<file path="src/design/on_off_keyed_light_receiver_defines.svh">
// ----------------------------------------------------------------------------
// On-off keyed light receiver assertion macros
// Shared concurrent assertion forms for the receiver modules.
// ----------------------------------------------------------------------------
`ifndef ON_OFF_KEYED_LIGHT_RECEIVER_DEFINES_SVH
`define ON_OFF_KEYED_LIGHT_RECEIVER_DEFINES_SVH

// same-cycle implication
`define OKLR_ASSERT_NOW(lbl, clk, rst_n, ante, cons) \
  lbl: assert property (@(posedge clk) disable iff (!rst_n) (ante) |-> (cons)) \
    else $error("oklr check failed");

// next-cycle implication
`define OKLR_ASSERT_NXT(lbl, clk, rst_n, ante, cons) \
  lbl: assert property (@(posedge clk) disable iff (!rst_n) (ante) |=> (cons)) \
    else $error("oklr check failed");

`endif

</file>
<file path="src/design/oklr_pkg.sv">
// ----------------------------------------------------------------------------
// oklr_pkg
// Types, register codes and reset constants of the light receiver.
// ----------------------------------------------------------------------------
package oklr_pkg;

  localparam int FRAME_BITS_DEF  = 9;
  localparam int COUNT_WIDTH_DEF = 16;

  localparam int CFG_ADDR_W = 5;
  localparam int CFG_DATA_W = 32;

  localparam logic [2:0] REG_LIGHT_THRESHOLD = 3'd0;
  localparam logic [2:0] REG_BIT_TICKS       = 3'd1;
  localparam logic [2:0] REG_SAMPLE_OFFSET   = 3'd2;
  localparam logic [2:0] REG_SPACER_MIN      = 3'd3;
  localparam logic [2:0] REG_SPACER_MAX      = 3'd4;

  localparam logic [9:0]  LIGHT_THRESHOLD_RST = 10'd150;
  localparam logic [15:0] BIT_TICKS_RST       = 16'd5000;
  localparam logic [15:0] SAMPLE_OFFSET_RST   = 16'd2450;
  localparam logic [15:0] SPACER_MIN_RST      = 16'd15000;
  localparam logic [15:0] SPACER_MAX_RST      = 16'd16500;

  localparam logic [7:0] TERMINATOR = 8'd41;

  typedef enum logic [1:0] {
    PH_IDLE    = 2'd0,
    PH_SPACER  = 2'd1,
    PH_RECEIVE = 2'd2
  } phase_e;

  typedef struct packed {
    logic [9:0]  light_threshold;
    logic [15:0] bit_ticks;
    logic [15:0] sample_offset;
    logic [15:0] spacer_min;
    logic [15:0] spacer_max;
  } cfg_t;

  typedef struct packed {
    logic [7:0] data_byte;
    logic       end_of_message;
  } res_t;

endpackage

</file>
<file path="src/design/oklr_regs.sv">
// ----------------------------------------------------------------------------
// oklr_regs
// Configuration register file behind the APB-style port.
// ----------------------------------------------------------------------------
module oklr_regs (
  input  logic                              clk_i,
  input  logic                              rst_ni,
  input  logic                              psel,
  input  logic                              penable,
  input  logic                              pwrite,
  input  logic [oklr_pkg::CFG_ADDR_W-1:0]   paddr,
  input  logic [oklr_pkg::CFG_DATA_W-1:0]   pwdata,
  output logic [oklr_pkg::CFG_DATA_W-1:0]   prdata,
  output logic                              pready,
  output oklr_pkg::cfg_t                    cfg_o
);
  import oklr_pkg::*;

  cfg_t       cfg_q, cfg_d;
  logic [2:0] reg_idx;
  logic       wr_en;

  assign reg_idx = paddr[4:2];
  assign wr_en   = psel & penable & pwrite;
  assign pready  = 1'b1;
  assign cfg_o   = cfg_q;

  always_comb begin
    cfg_d = cfg_q;
    if (wr_en) begin
      unique case (reg_idx)
        REG_LIGHT_THRESHOLD: cfg_d.light_threshold = pwdata[9:0];
        REG_BIT_TICKS:       cfg_d.bit_ticks       = pwdata[15:0];
        REG_SAMPLE_OFFSET:   cfg_d.sample_offset   = pwdata[15:0];
        REG_SPACER_MIN:      cfg_d.spacer_min      = pwdata[15:0];
        REG_SPACER_MAX:      cfg_d.spacer_max      = pwdata[15:0];
        default:             cfg_d = cfg_q;
      endcase
    end
  end

  always_comb begin
    unique case (reg_idx)
      REG_LIGHT_THRESHOLD: prdata = 32'(cfg_q.light_threshold);
      REG_BIT_TICKS:       prdata = 32'(cfg_q.bit_ticks);
      REG_SAMPLE_OFFSET:   prdata = 32'(cfg_q.sample_offset);
      REG_SPACER_MIN:      prdata = 32'(cfg_q.spacer_min);
      REG_SPACER_MAX:      prdata = 32'(cfg_q.spacer_max);
      default:             prdata = '0;
    endcase
  end

  always_ff @(posedge clk_i or negedge rst_ni) begin
    if (!rst_ni) begin
      cfg_q.light_threshold <= LIGHT_THRESHOLD_RST;
      cfg_q.bit_ticks       <= BIT_TICKS_RST;
      cfg_q.sample_offset   <= SAMPLE_OFFSET_RST;
      cfg_q.spacer_min      <= SPACER_MIN_RST;
      cfg_q.spacer_max      <= SPACER_MAX_RST;
    end else begin
      cfg_q <= cfg_d;
    end
  end

endmodule

</file>
<file path="src/design/oklr_core.sv">
// ----------------------------------------------------------------------------
// oklr_core
// Sample input register, spacer/bit-timing state machine and frame shifter.
// ----------------------------------------------------------------------------
`include "on_off_keyed_light_receiver_defines.svh"

module oklr_core #(
  parameter int FRAME_BITS  = oklr_pkg::FRAME_BITS_DEF,
  parameter int COUNT_WIDTH = oklr_pkg::COUNT_WIDTH_DEF
) (
  input  logic           clk_i,
  input  logic           rst_ni,
  input  oklr_pkg::cfg_t cfg_i,
  input  logic           in_valid_i,
  output logic           in_ready_o,
  input  logic [9:0]     in_sample_i,
  input  logic           out_ready_i,
  output logic           res_valid_o,
  output oklr_pkg::res_t res_o
);
  import oklr_pkg::*;

  localparam int BIT_IDX_W = $clog2(FRAME_BITS);
  localparam logic [BIT_IDX_W:0] LAST_IDX = (BIT_IDX_W + 1)'(FRAME_BITS);

  logic                   in_valid_q, in_valid_d;
  logic [9:0]             sample_q;
  phase_e                 phase_q, phase_d;
  logic [COUNT_WIDTH-1:0] tick_q, tick_d, tick_inc;
  logic [BIT_IDX_W-1:0]   bit_idx_q, bit_idx_d;
  logic [FRAME_BITS-1:0]  shift_q, shift_d, shift_next;
  logic                   held_q, held_d, held_next;
  logic [FRAME_BITS+7:0]  shift_ext;

  logic        fire, in_hs, bright, count_sat, at_last, sample_hit, period_end;
  logic        last_bit, in_window;
  logic [15:0] period;
  logic [31:0] pos32, last32, off32;

  assign fire       = in_valid_q & out_ready_i;
  assign in_ready_o = ~in_valid_q | fire;
  assign in_hs      = in_valid_i & in_ready_o;
  assign in_valid_d = in_hs | (in_valid_q & ~fire);

  assign bright     = sample_q > cfg_i.light_threshold;
  assign count_sat  = &tick_q;
  assign tick_inc   = count_sat ? tick_q : tick_q + 1'b1;
  assign period     = (cfg_i.bit_ticks == 16'd0) ? 16'd1 : cfg_i.bit_ticks;
  assign pos32      = 32'(tick_q);
  assign last32     = 32'(period - 16'd1);
  assign off32      = 32'(cfg_i.sample_offset);
  assign at_last    = pos32 >= last32;
  assign sample_hit = (pos32 == off32) || (at_last && (off32 > pos32));
  assign period_end = at_last | count_sat;
  assign held_next  = sample_hit ? bright : held_q;
  assign shift_next = {shift_q[FRAME_BITS-2:0], held_next};
  assign last_bit   = ({1'b0, bit_idx_q} + 1'b1) >= LAST_IDX;
  assign in_window  = (pos32 >= 32'(cfg_i.spacer_min)) && (pos32 <= 32'(cfg_i.spacer_max));
  assign shift_ext  = {8'd0, shift_next};

  assign res_o.data_byte      = shift_ext[7:0];
  assign res_o.end_of_message = shift_ext[7:0] == TERMINATOR;

  always_comb begin
    phase_d     = phase_q;
    tick_d      = tick_q;
    bit_idx_d   = bit_idx_q;
    shift_d     = shift_q;
    held_d      = held_q;
    res_valid_o = 1'b0;
    if (fire) begin
      unique case (phase_q)
        PH_SPACER: begin
          if (bright) begin
            tick_d = tick_inc;
          end else if (in_window) begin
            phase_d   = PH_RECEIVE;
            tick_d    = '0;
            bit_idx_d = '0;
            shift_d   = '0;
          end else begin
            phase_d = PH_IDLE;
            tick_d  = '0;
          end
        end
        PH_RECEIVE: begin
          held_d = held_next;
          if (period_end) begin
            shift_d = shift_next;
            tick_d  = '0;
            if (last_bit) begin
              res_valid_o = 1'b1;
              phase_d     = PH_IDLE;
              bit_idx_d   = '0;
            end else begin
              bit_idx_d = bit_idx_q + 1'b1;
            end
          end else begin
            tick_d = tick_inc;
          end
        end
        default: begin
          if (bright) begin
            phase_d = PH_SPACER;
            tick_d  = COUNT_WIDTH'(1);
          end else begin
            phase_d = PH_IDLE;
            tick_d  = '0;
          end
        end
      endcase
    end
  end

  always_ff @(posedge clk_i) begin
    if (in_hs) begin
      sample_q <= in_sample_i;
    end
  end

  always_ff @(posedge clk_i or negedge rst_ni) begin
    if (!rst_ni) begin
      in_valid_q <= 1'b0;
      phase_q    <= PH_IDLE;
      tick_q     <= '0;
      bit_idx_q  <= '0;
      shift_q    <= '0;
      held_q     <= 1'b0;
    end else begin
      in_valid_q <= in_valid_d;
      phase_q    <= phase_d;
      tick_q     <= tick_d;
      bit_idx_q  <= bit_idx_d;
      shift_q    <= shift_d;
      held_q     <= held_d;
    end
  end

  `OKLR_ASSERT_NOW(a_res_from_receive, clk_i, rst_ni, res_valid_o, phase_q == PH_RECEIVE)
  `OKLR_ASSERT_NXT(a_idle_after_res, clk_i, rst_ni, res_valid_o, phase_q == PH_IDLE)
  `OKLR_ASSERT_NOW(a_bit_idx_range, clk_i, rst_ni, 1'b1, {1'b0, bit_idx_q} < LAST_IDX)
  `OKLR_ASSERT_NXT(a_item_kept, clk_i, rst_ni, in_valid_q && !out_ready_i, in_valid_q)

endmodule

</file>
<file path="src/design/oklr_out.sv">
// ----------------------------------------------------------------------------
// oklr_out
// Result register toward the master-side stream.
// ----------------------------------------------------------------------------
module oklr_out (
  input  logic           clk_i,
  input  logic           rst_ni,
  input  logic           res_valid_i,
  input  oklr_pkg::res_t res_i,
  output logic           out_ready_o,
  output logic           m_axis_tvalid,
  input  logic           m_axis_tready,
  output logic [7:0]     m_axis_tdata,
  output logic           m_axis_tlast
);
  import oklr_pkg::*;

  logic valid_q, valid_d;
  res_t res_q;

  assign out_ready_o   = ~valid_q | m_axis_tready;
  assign valid_d       = res_valid_i | (valid_q & ~m_axis_tready);
  assign m_axis_tvalid = valid_q;
  assign m_axis_tdata  = res_q.data_byte;
  assign m_axis_tlast  = res_q.end_of_message;

  always_ff @(posedge clk_i) begin
    if (res_valid_i) begin
      res_q <= res_i;
    end
  end

  always_ff @(posedge clk_i or negedge rst_ni) begin
    if (!rst_ni) begin
      valid_q <= 1'b0;
    end else begin
      valid_q <= valid_d;
    end
  end

endmodule

</file>
<file path="src/design/on_off_keyed_light_receiver.sv">
// ----------------------------------------------------------------------------
// on_off_keyed_light_receiver
// Light-sensor frame receiver: start spacer detection, bit timing, byte out.
// ----------------------------------------------------------------------------
// Takes one light sample per item and accepts an item every clock cycle while
// the result side keeps up; the per-sample state update (spacer run length,
// bit-period counter, frame shifter) is combinational between the sample
// register and the state registers. A received byte is offered on the result
// side from one result register, loaded by the state update of the sample that
// ends its last bit period. While a byte waits there unaccepted, one more
// sample can enter the sample register and the input then stalls until the
// byte is taken; tlast marks the terminator byte. No clearing pass follows
// reset. Configuration is written through the APB-style port at 4 * index.
module on_off_keyed_light_receiver #(
  parameter int FRAME_BITS  = oklr_pkg::FRAME_BITS_DEF,
  parameter int COUNT_WIDTH = oklr_pkg::COUNT_WIDTH_DEF
) (
  input  logic                            clk_i,
  input  logic                            rst_ni,
  input  logic                            psel,
  input  logic                            penable,
  input  logic                            pwrite,
  input  logic [oklr_pkg::CFG_ADDR_W-1:0] paddr,
  input  logic [oklr_pkg::CFG_DATA_W-1:0] pwdata,
  output logic [oklr_pkg::CFG_DATA_W-1:0] prdata,
  output logic                            pready,
  input  logic                            s_axis_tvalid,
  output logic                            s_axis_tready,
  input  logic [15:0]                     s_axis_tdata,  // [9:0] light_sample
  output logic                            m_axis_tvalid,
  input  logic                            m_axis_tready,
  output logic [7:0]                      m_axis_tdata,  // [7:0] data_byte
  output logic                            m_axis_tlast
);
  import oklr_pkg::*;

  cfg_t cfg;
  res_t res;
  logic res_valid;
  logic out_ready;

  oklr_regs u_regs (
    .clk_i   (clk_i),
    .rst_ni  (rst_ni),
    .psel    (psel),
    .penable (penable),
    .pwrite  (pwrite),
    .paddr   (paddr),
    .pwdata  (pwdata),
    .prdata  (prdata),
    .pready  (pready),
    .cfg_o   (cfg)
  );

  oklr_core #(
    .FRAME_BITS  (FRAME_BITS),
    .COUNT_WIDTH (COUNT_WIDTH)
  ) u_core (
    .clk_i       (clk_i),
    .rst_ni      (rst_ni),
    .cfg_i       (cfg),
    .in_valid_i  (s_axis_tvalid),
    .in_ready_o  (s_axis_tready),
    .in_sample_i (s_axis_tdata[9:0]),
    .out_ready_i (out_ready),
    .res_valid_o (res_valid),
    .res_o       (res)
  );

  oklr_out u_out (
    .clk_i         (clk_i),
    .rst_ni        (rst_ni),
    .res_valid_i   (res_valid),
    .res_i         (res),
    .out_ready_o   (out_ready),
    .m_axis_tvalid (m_axis_tvalid),
    .m_axis_tready (m_axis_tready),
    .m_axis_tdata  (m_axis_tdata),
    .m_axis_tlast  (m_axis_tlast)
  );

endmodule
</file>
<file path="config.mk">
export PLATFORM = sky130hd
export DESIGN_NAME = on_off_keyed_light_receiver
export DESIGN_NICKNAME = d
export VERILOG_FILES = /design/src/design/oklr_pkg.sv /design/src/design/oklr_regs.sv /design/src/design/oklr_core.sv /design/src/design/oklr_out.sv /design/src/design/on_off_keyed_light_receiver.sv
export VERILOG_INCLUDE_DIRS = /design/src /design/src/design
export SDC_FILE = /design/constraint.sdc
export NUM_CORES = 1
export LEC_CHECK = 0
export ABC_CLOCK_PERIOD_IN_PS = 6200
export BUFFER_PORTS_ARGS = -buffer_cell sky130_fd_sc_hd__buf_2
export CORE_ASPECT_RATIO = 1.2
export CORE_MARGIN = 2
export CORE_UTILIZATION = 46
export DETAILED_ROUTE_END_ITERATION = 6
export PLACE_DENSITY = 0.78
export REMOVE_ABC_BUFFERS = 1
export SYNTH_ARGS = -nofsm -noshare
export SYNTH_HDL_FRONTEND = slang
export SYNTH_SLANG_ARGS = --single-unit
</file>
<file path="constraint.sdc">
create_clock -name clk_i -period 6.2 [get_ports clk_i]
set_input_delay 0.62 -clock clk_i [delete_from_list [all_inputs] [get_ports clk_i]]
set_output_delay 0.62 -clock clk_i [all_outputs]
set_load 0.01 [all_outputs]
</file>
==> out/summary.txt, run 1 <==
Worst Hold Class: input port to async pin
Top FF cell, synth: dfrtp_1
Num ports: 104
Netlist cell types: 65
Util after Layout: 53.2%
Area Growth Syn to Fin: 13.7%
GRT Resource Usage Total: 22.2%
Final WS setup: 1.02 ns
Min Hold Slack: 0.140 ns
Fill count: 1476
Clock Skew: 0.0101 ns
Root Buffer Master: clkbuf_16
Worst Max-Slew Pin Slew: 1.14 ns
RSZ-0062 raised after global routing: false
Post-DR wirelength/cell: 17.9 um
Critical-path top delay cell: nor2b_1
Fin crit period: 5.18 ns
Worst path required time: 6.25 ns
Overall die width: 123 um
Share of cells above drive strength 1: 24.9%
Vias per inst: 5.85
Final setup vio count: 0
Sequential area share after synthesis: 41.3%
CTS Buf Count: 17
HPWL after detailed placement: 14100 um
Routability cong.: 0.929
Clock Tree Buf Depth: 2
Final net count: 977
Final antenna-violating net count: 0
Run status: finished, final reports clean
Final wirelength: 19000 um
Synth Area in Adders: 12.7%
Floorplan row count: 52
Power Total: 2.74 mW
Compound-gate portion of the synthesized area: 14.9%
Setup tns final: 0 ns
Worst-path maximum fanout: 10
Crit Path Category: register to register
Place WS: 1.01 ns
Main combinational cell family by area after synthesis: compound AO/OA/AOI/OAI gates
Final hold violations: 0
TritonCTS clock tree: built
Setup bufs post-CTS: 0
Multiplexer area fraction after synthesis: 11.3%
Clk_lat worst skew: 0.42 ns
Max Slew Vio Count: 0
Placed instance count: 1034
CTS clk-pin slew, worst paths: 0.06 ns
H-Tree Depth: 4
Post-synth EDFFs: 19
Gr ovfl total: 0
Fmax: 193 MHz
Synth Area in XOR/XNOR: 1.33%
Startpoint types: register
Biggest cell delay along the critical path: 0.67 ns
Setup crit end kind: register
Worst Path Arrival: 5.23 ns
Mean area per synthesized cell: 10.1 um2
Num Clock Sinks: 125
Synth warnings: 0
Slew headroom: 23.8%
Post-Synth Simple-Gate Area: 11.8%
Post-DP Area: 8350 um2
Largest net degree at the start of global routing: 77
DR pass1 iterations: 5
Worst-path cell chain: or4_1 > nor3_1 > nand2b_1 > nor3b_1 > a21oi_1 > ha_1 > nor3b_1 > and2_1 > nand2_1 > xor2_1 > ha_1 > nand4_1 > or2_2 > a211oi_1 > o31ai_1 > a31oi_4 > nor2b_1
Synth Instances: 776
Initial antenna violation count: 0
Fin area: 8960 um2
Residual DRC: 0
Total number of vias: 6241
Starting Density: 46.7%
DIE HEIGHT: 147 um
Detailed Route Iter0 Violations: 350
Peak VDD IR: 271 uV
FF+latch count, synth: 125
Cts hold-fix bufs: 0
Cell Pwr Density: 306 nW/um2
Non-Filler Instances: 1066
Port bufs: 62
Vias in the first global route: 6454
PostCTS Resize Cnt: 0
LEAKAGE: 4.03 nW
Final critical-path share of the clock period: 83.6%
Die ar.: 18200 um2
Total of max-cap violations: 0
Antenna cells: 0
Core footprint: 16900 um2
Post-synthesis cell area: 7880 um2
Asr flop ratio synth: 84.8%
Global-route wire length before repair: 31400 um
==> sequential cells by signal, indices dropped and copies added (netlist names) <==
register / cells
u_core.bit_idx_q: 4
u_core.held_q: 1
u_core.in_valid_q: 1
u_core.phase_q: 2
u_core.sample_q: 10
u_core.shift_q: 7
u_core.tick_q: 16
u_out.m_axis_tdata: 8
u_out.m_axis_tlast: 1
u_out.m_axis_tvalid: 1
u_regs.cfg_o: 74
==> worst max-delay path, delay by kind of cell (launching register included) <==
kind	cells	cell delay (ns)
AO/OA/AOI/OAI	4	0.86
XOR/XNOR	1	0.06
adder cells (fa/ha/maj)	2	0.55
flip-flops	1	0.41
AND/OR/NAND/NOR	10	2.92
==> final timing paths <==
check / end / startpoint / cells after the start / slack [ns]
worst max register to register: u_out.m_axis_tdata[2] / u_regs.cfg_o[56] / 17 / 1.02
max in group asynchronous: u_regs.cfg_o[67] / rst_ni / 2 / 4.75
worst min-delay path: u_core.held_q / rst_ni / 1 / 0.14
worst max-delay path: u_out.m_axis_tdata[2] / u_regs.cfg_o[56] / 17 / 1.02
min in group clk_i: u_core.sample_q[3] / s_axis_tdata[3] / 1 / 0.37
worst min register to register: u_out.m_axis_tdata[7] / u_core.shift_q[6] / 0 / 0.48
==> per-layer routing <==
metal,up-vias,GRT usage (%),routed length [um]
li1,2917,-,-
met1,3031,26.7,7650
met2,239,37.0,9680
met3,54,5.01,1030
met4,0,11.2,682
met5,-,0,0
==> cell families (layout without fill, tap and decap cells) <==
group | after synthesis | after routing
compound gates | 181 | 181
xor+xnor | 12 | 12
fa+ha+maj | 80 | 80
buf+inv | 115 | 174
flops | 125 | 125
mux | 80 | 80
other cells | 2 | 17
simple gates | 181 | 181
==> cells in the final DEF, fill, tap and decap left out, types with 22 or more instances in the layout <==
cell | netlist | layout
dfstp_2 | 26 | 26
o21ai_0 | 35 | 35
dfrtp_1 | 80 | 80
ha_1 | 80 | 80
a22oi_1 | 26 | 26
nand2_1 | 60 | 60
mux2_2 | 72 | 72
inv_1 | 72 | 72
buf_2 | 3 | 61
nor2_1 | 22 | 22
a21oi_1 | 42 | 42
==> where the power goes <==
part           total, mW  switching, mW  internal (mW)  leakage (nW)
registers           1.08          0.111          0.971          1.51
clock network       1.03          0.364          0.663         0.296
logic              0.630          0.350          0.280          2.22
total               2.74          0.825           1.91          4.03
==> layout make-up <==
cell class / instances / area [um2] / share of cell area [%]
multi-input combinational: 551 / 4180 / 46.6
sequential: 125 / 3260 / 36.3
clock buffer: 22 / 474 / 5.29
timing repair buffer: 70 / 373 / 4.16
inverter: 72 / 270 / 3.02
tap: 216 / 270 / 3.02
clock inverter: 10 / 138 / 1.54
==> synth_stat cells (all sizes together), types with 4 or more instances <==
cell type	instances	share of area, %
mux2i	8	1.0
a221oi	4	0.44
edfxtp	19	7.2
nand2	60	2.9
nor2	23	1.1
and2	5	0.40
buf	25	2.2
xnor2	8	0.89
dfrtp	80	25
inv	72	3.4
nor4	10	0.87
nand2b	7	0.56
a22oi	26	2.5
a31oi	8	0.91
mux2	72	10
a21oi	42	2.7
o22ai	18	1.5
nor2b	8	0.64
or3	4	0.32
nand4	17	1.4
a21o	8	0.76
or2	5	0.40
clkbuf	18	0.86
nor3	10	0.64
ha	80	13
xor2	4	0.44
o211ai	5	0.48
o21ai	43	2.7
and3	6	0.48
a22o	7	0.78
dfstp	26	8.7
nand3	18	1.2
Power figures use the tool's default switching activity.
==> inputs of run 2 (changes only) <==
- ABC_CLOCK_PERIOD_IN_PS: 6200 -> 4330
- PLACE_DENSITY: 0.78 -> 0.8
- clock period: 6.2 -> 4.33 ns (I/O delays scaled with it)
==> run 2 against run 1 <==
- core utilization grew 1.4 points
- sequential power is 42% higher
- count of clock-buffer cells in the layout down 1
==> out/summary.txt, run 2 (synthesis gave the netlist of run 1 again) <==
Total number of vias: 6351 (+1.8%)
Starting Density: 46.7% (unchanged)
LEAKAGE: 4.13 nW (+2.5%)
Family with the most delay on the worst path: simple AND/OR/NAND/NOR gates
Initial antenna violation count: 0 (unchanged)
DIE HEIGHT: 147 um (unchanged)
Clock Tree Buf Depth: 2 (unchanged)
HPWL after detailed placement: 14300 um (+1.0%)
Antenna cells: 0 (unchanged)
Most frequent cells in the layout: 80 x dfrtp_1, 79 x ha_1, 72 x inv_1, 72 x mux2_2, 62 x buf_2
Critical Path Start: u_regs.cfg_o[56]
Routability cong.: 0.923 (-0.58%)
Largest register FFs: 74 (unchanged)
Residual DRC: 0 (unchanged)
Port bufs: 62 (unchanged)
Place WS: -0.280 ns (-1.29 ns)
Max Slew Vio Count: 0 (unchanged)
Fill count: 1446 (-2.0%)
Biggest cell delay along the critical path: 0.55 ns (-0.12 ns)
Combinational Power Share: 26.2% (+3.2 points)
Largest net degree at the start of global routing: 77 (unchanged)
Worst path required time: 4.64 ns (-1.61 ns)
Final antenna-violating net count: 0 (unchanged)
Final hold violations: 0 (unchanged)
Fmax: 239 MHz (+24%)
Final critical-path share of the clock period: 96.6% (+13 points)
Clock Skew: 0.0129 ns (+0.00282 ns)
Overall die width: 123 um (unchanged)
Detailed Route Iter0 Violations: 402 (+15%)
Num Clock Sinks: 125 (unchanged)
DR pass1 iterations: 5 (unchanged)
Final setup vio count: 0 (unchanged)
Reg-to-Reg Start: u_regs.cfg_o[56]
Util after Layout: 54.6% (+1.4 points)
Run status: finished, final reports clean
Min Hold Slack: 0.182 ns (+0.0419 ns)
Floorplan row count: 52 (unchanged)
Gr ovfl total: 0 (unchanged)
Worst-path maximum fanout: 7 (-3)
Hold Startpoint: s_axis_tdata[6]
Startpoint types: register
H-Tree Depth: 4 (unchanged)
Multi-input logic area: 4290 um2 (+2.6%)
Worst Path Arrival: 4.49 ns (-0.74 ns)
GRT Resource Usage Total: 22.9% (+0.67 points)
Switching share of total power: 32.2% (+2.1 points)
CTS Buf Count: 17 (unchanged)
Cell Pwr Density: 416 nW/um2 (+36%)
Final WS setup: 0.147 ns (-0.873 ns)
Seq pwr share: 40.1% (+0.6 points)
Worst Hold Class: input port to register
Power Total: 3.83 mW (+40%)
P_int: 2.60 mW (+36%)
Worst Max-Slew Pin Slew: 1.22 ns (+0.0803 ns)
Placed instance count: 1056 (+2.1%)
Vias in the first global route: 6524 (+1.1%)
Setup crit end kind: register
Die ar.: 18200 um2 (unchanged)
TritonCTS clock tree: built
Slew headroom: 18.4% (-5.4 points)
Share of cells above drive strength 1: 29.0% (+4.1 points)
Peak VDD IR: 289 uV (+6.4%)
Final net count: 1003 (+2.7%)
Core footprint: 16900 um2 (unchanged)
Root Buffer Master: clkbuf_16
Commonest non-fill, non-tap cell in the layout: dfrtp_1
Clock power frac: 33.7% (-3.8 points)
Post-DR wirelength/cell: 17.8 um (-0.33%)
Register area: 3260 um2 (unchanged)
Critical-path top delay cell: or4_4
Total of max-cap violations: 0 (unchanged)
Cts hold-fix bufs: 0 (unchanged)
Psw: 1.23 mW (+49%)
Fin crit period: 4.18 ns (-0.997 ns)
Area Growth Syn to Fin: 16.7%
Num ports: 104 (unchanged)
Crit Path Category: register to register
Non-Filler Instances: 1092 (+2.4%)
Global-route wire length before repair: 32200 um (+2.5%)
Vias per inst: 5.82 (-0.66%)
Worst-path cell chain: or4_4 > nor3_4 > nand2b_1 > nor3b_2 > buf_4 > a21oi_1 > ha_2 > nor3b_1 > and2_4 > nand2_1 > xor2_1 > ha_1 > nand4_1 > or2_4 > nand3b_1 > o21a_1 > buf_4 > a31oi_2 > buf_2 > a21oi_1 > o22a_1
CTS clk-pin slew, worst paths: 0.06 ns (about the same)
CP bufs+invs: 3 (+3)
Final wirelength: 19400 um (+2.1%)
Clk_lat worst skew: 0.42 ns (about the same)
[run 2: cell types whose count changed in the layout (fill, tap and decap cells not counted), sizes merged]
cell	change
buf	+26
inv	+1
clkinvlp	+2
clkbuf	-1
bufinv	-3
clkinv	+1
[run 2: final cells by class]
class | count | share of cell area (%)
multi-input combinational | 551 | 46.6
clock inverter | 11 | 0.953
timing repair buffer | 96 | 6.23
sequential | 125 | 35.4
clock buffer | 21 | 4.90
inverter | 72 | 2.94
tap | 216 | 2.94
[run 2: metrics by stage]
stage	instance area (um2)	TNS, ns
after detailed placement	8510	-3.63
after global routing	9190	-0.490
after global placement	8510	-1.21
final	9190	0
after floorplan	7690	-0.789
after CTS	9110	-0.00000266
[run 2: worst paths after layout]
path,to,slack (ns),cells after the start
worst max-delay path,u_core.tick_q[3],0.15,21
worst min-delay path,u_core.sample_q[6],0.18,1
worst max register to register,u_core.tick_q[3],0.15,21
worst min register to register,u_out.m_axis_tdata[7],0.48,0
max in group asynchronous,u_regs.cfg_o[33],3.12,2
min in group asynchronous,u_regs.cfg_o[45],0.19,1
[run 2: per-layer routing]
layer,part of all wire [%],vias up,routed length [um],GRT usage [%]
li1,-,2972,-,-
met1,40,3105,7770,27.9
met2,51,233,10000,38.4
met3,5.7,41,1120,5.40
met4,2.8,0,554,9.55
met5,0,-,0,0
[run 2: power groups by stage]
stage	combinational (mW)	clock, mW	sequential [mW]
6_report	1.00	1.29	1.53
3_3_place_gp	0.914	0	1.54
2_1_floorplan	0.629	0	1.51
3_5_place_dp	0.950	0	1.55
5_1_grt	1.12	1.37	1.56
4_1_cts	0.975	1.31	1.53
[run 2: repair_timing]
item	4_1_cts	5_1_grt
pin swaps	4	7
cloned	1	1
setup endpoints to repair	37	42
buffers inserted	0	2
resized for setup	16	14
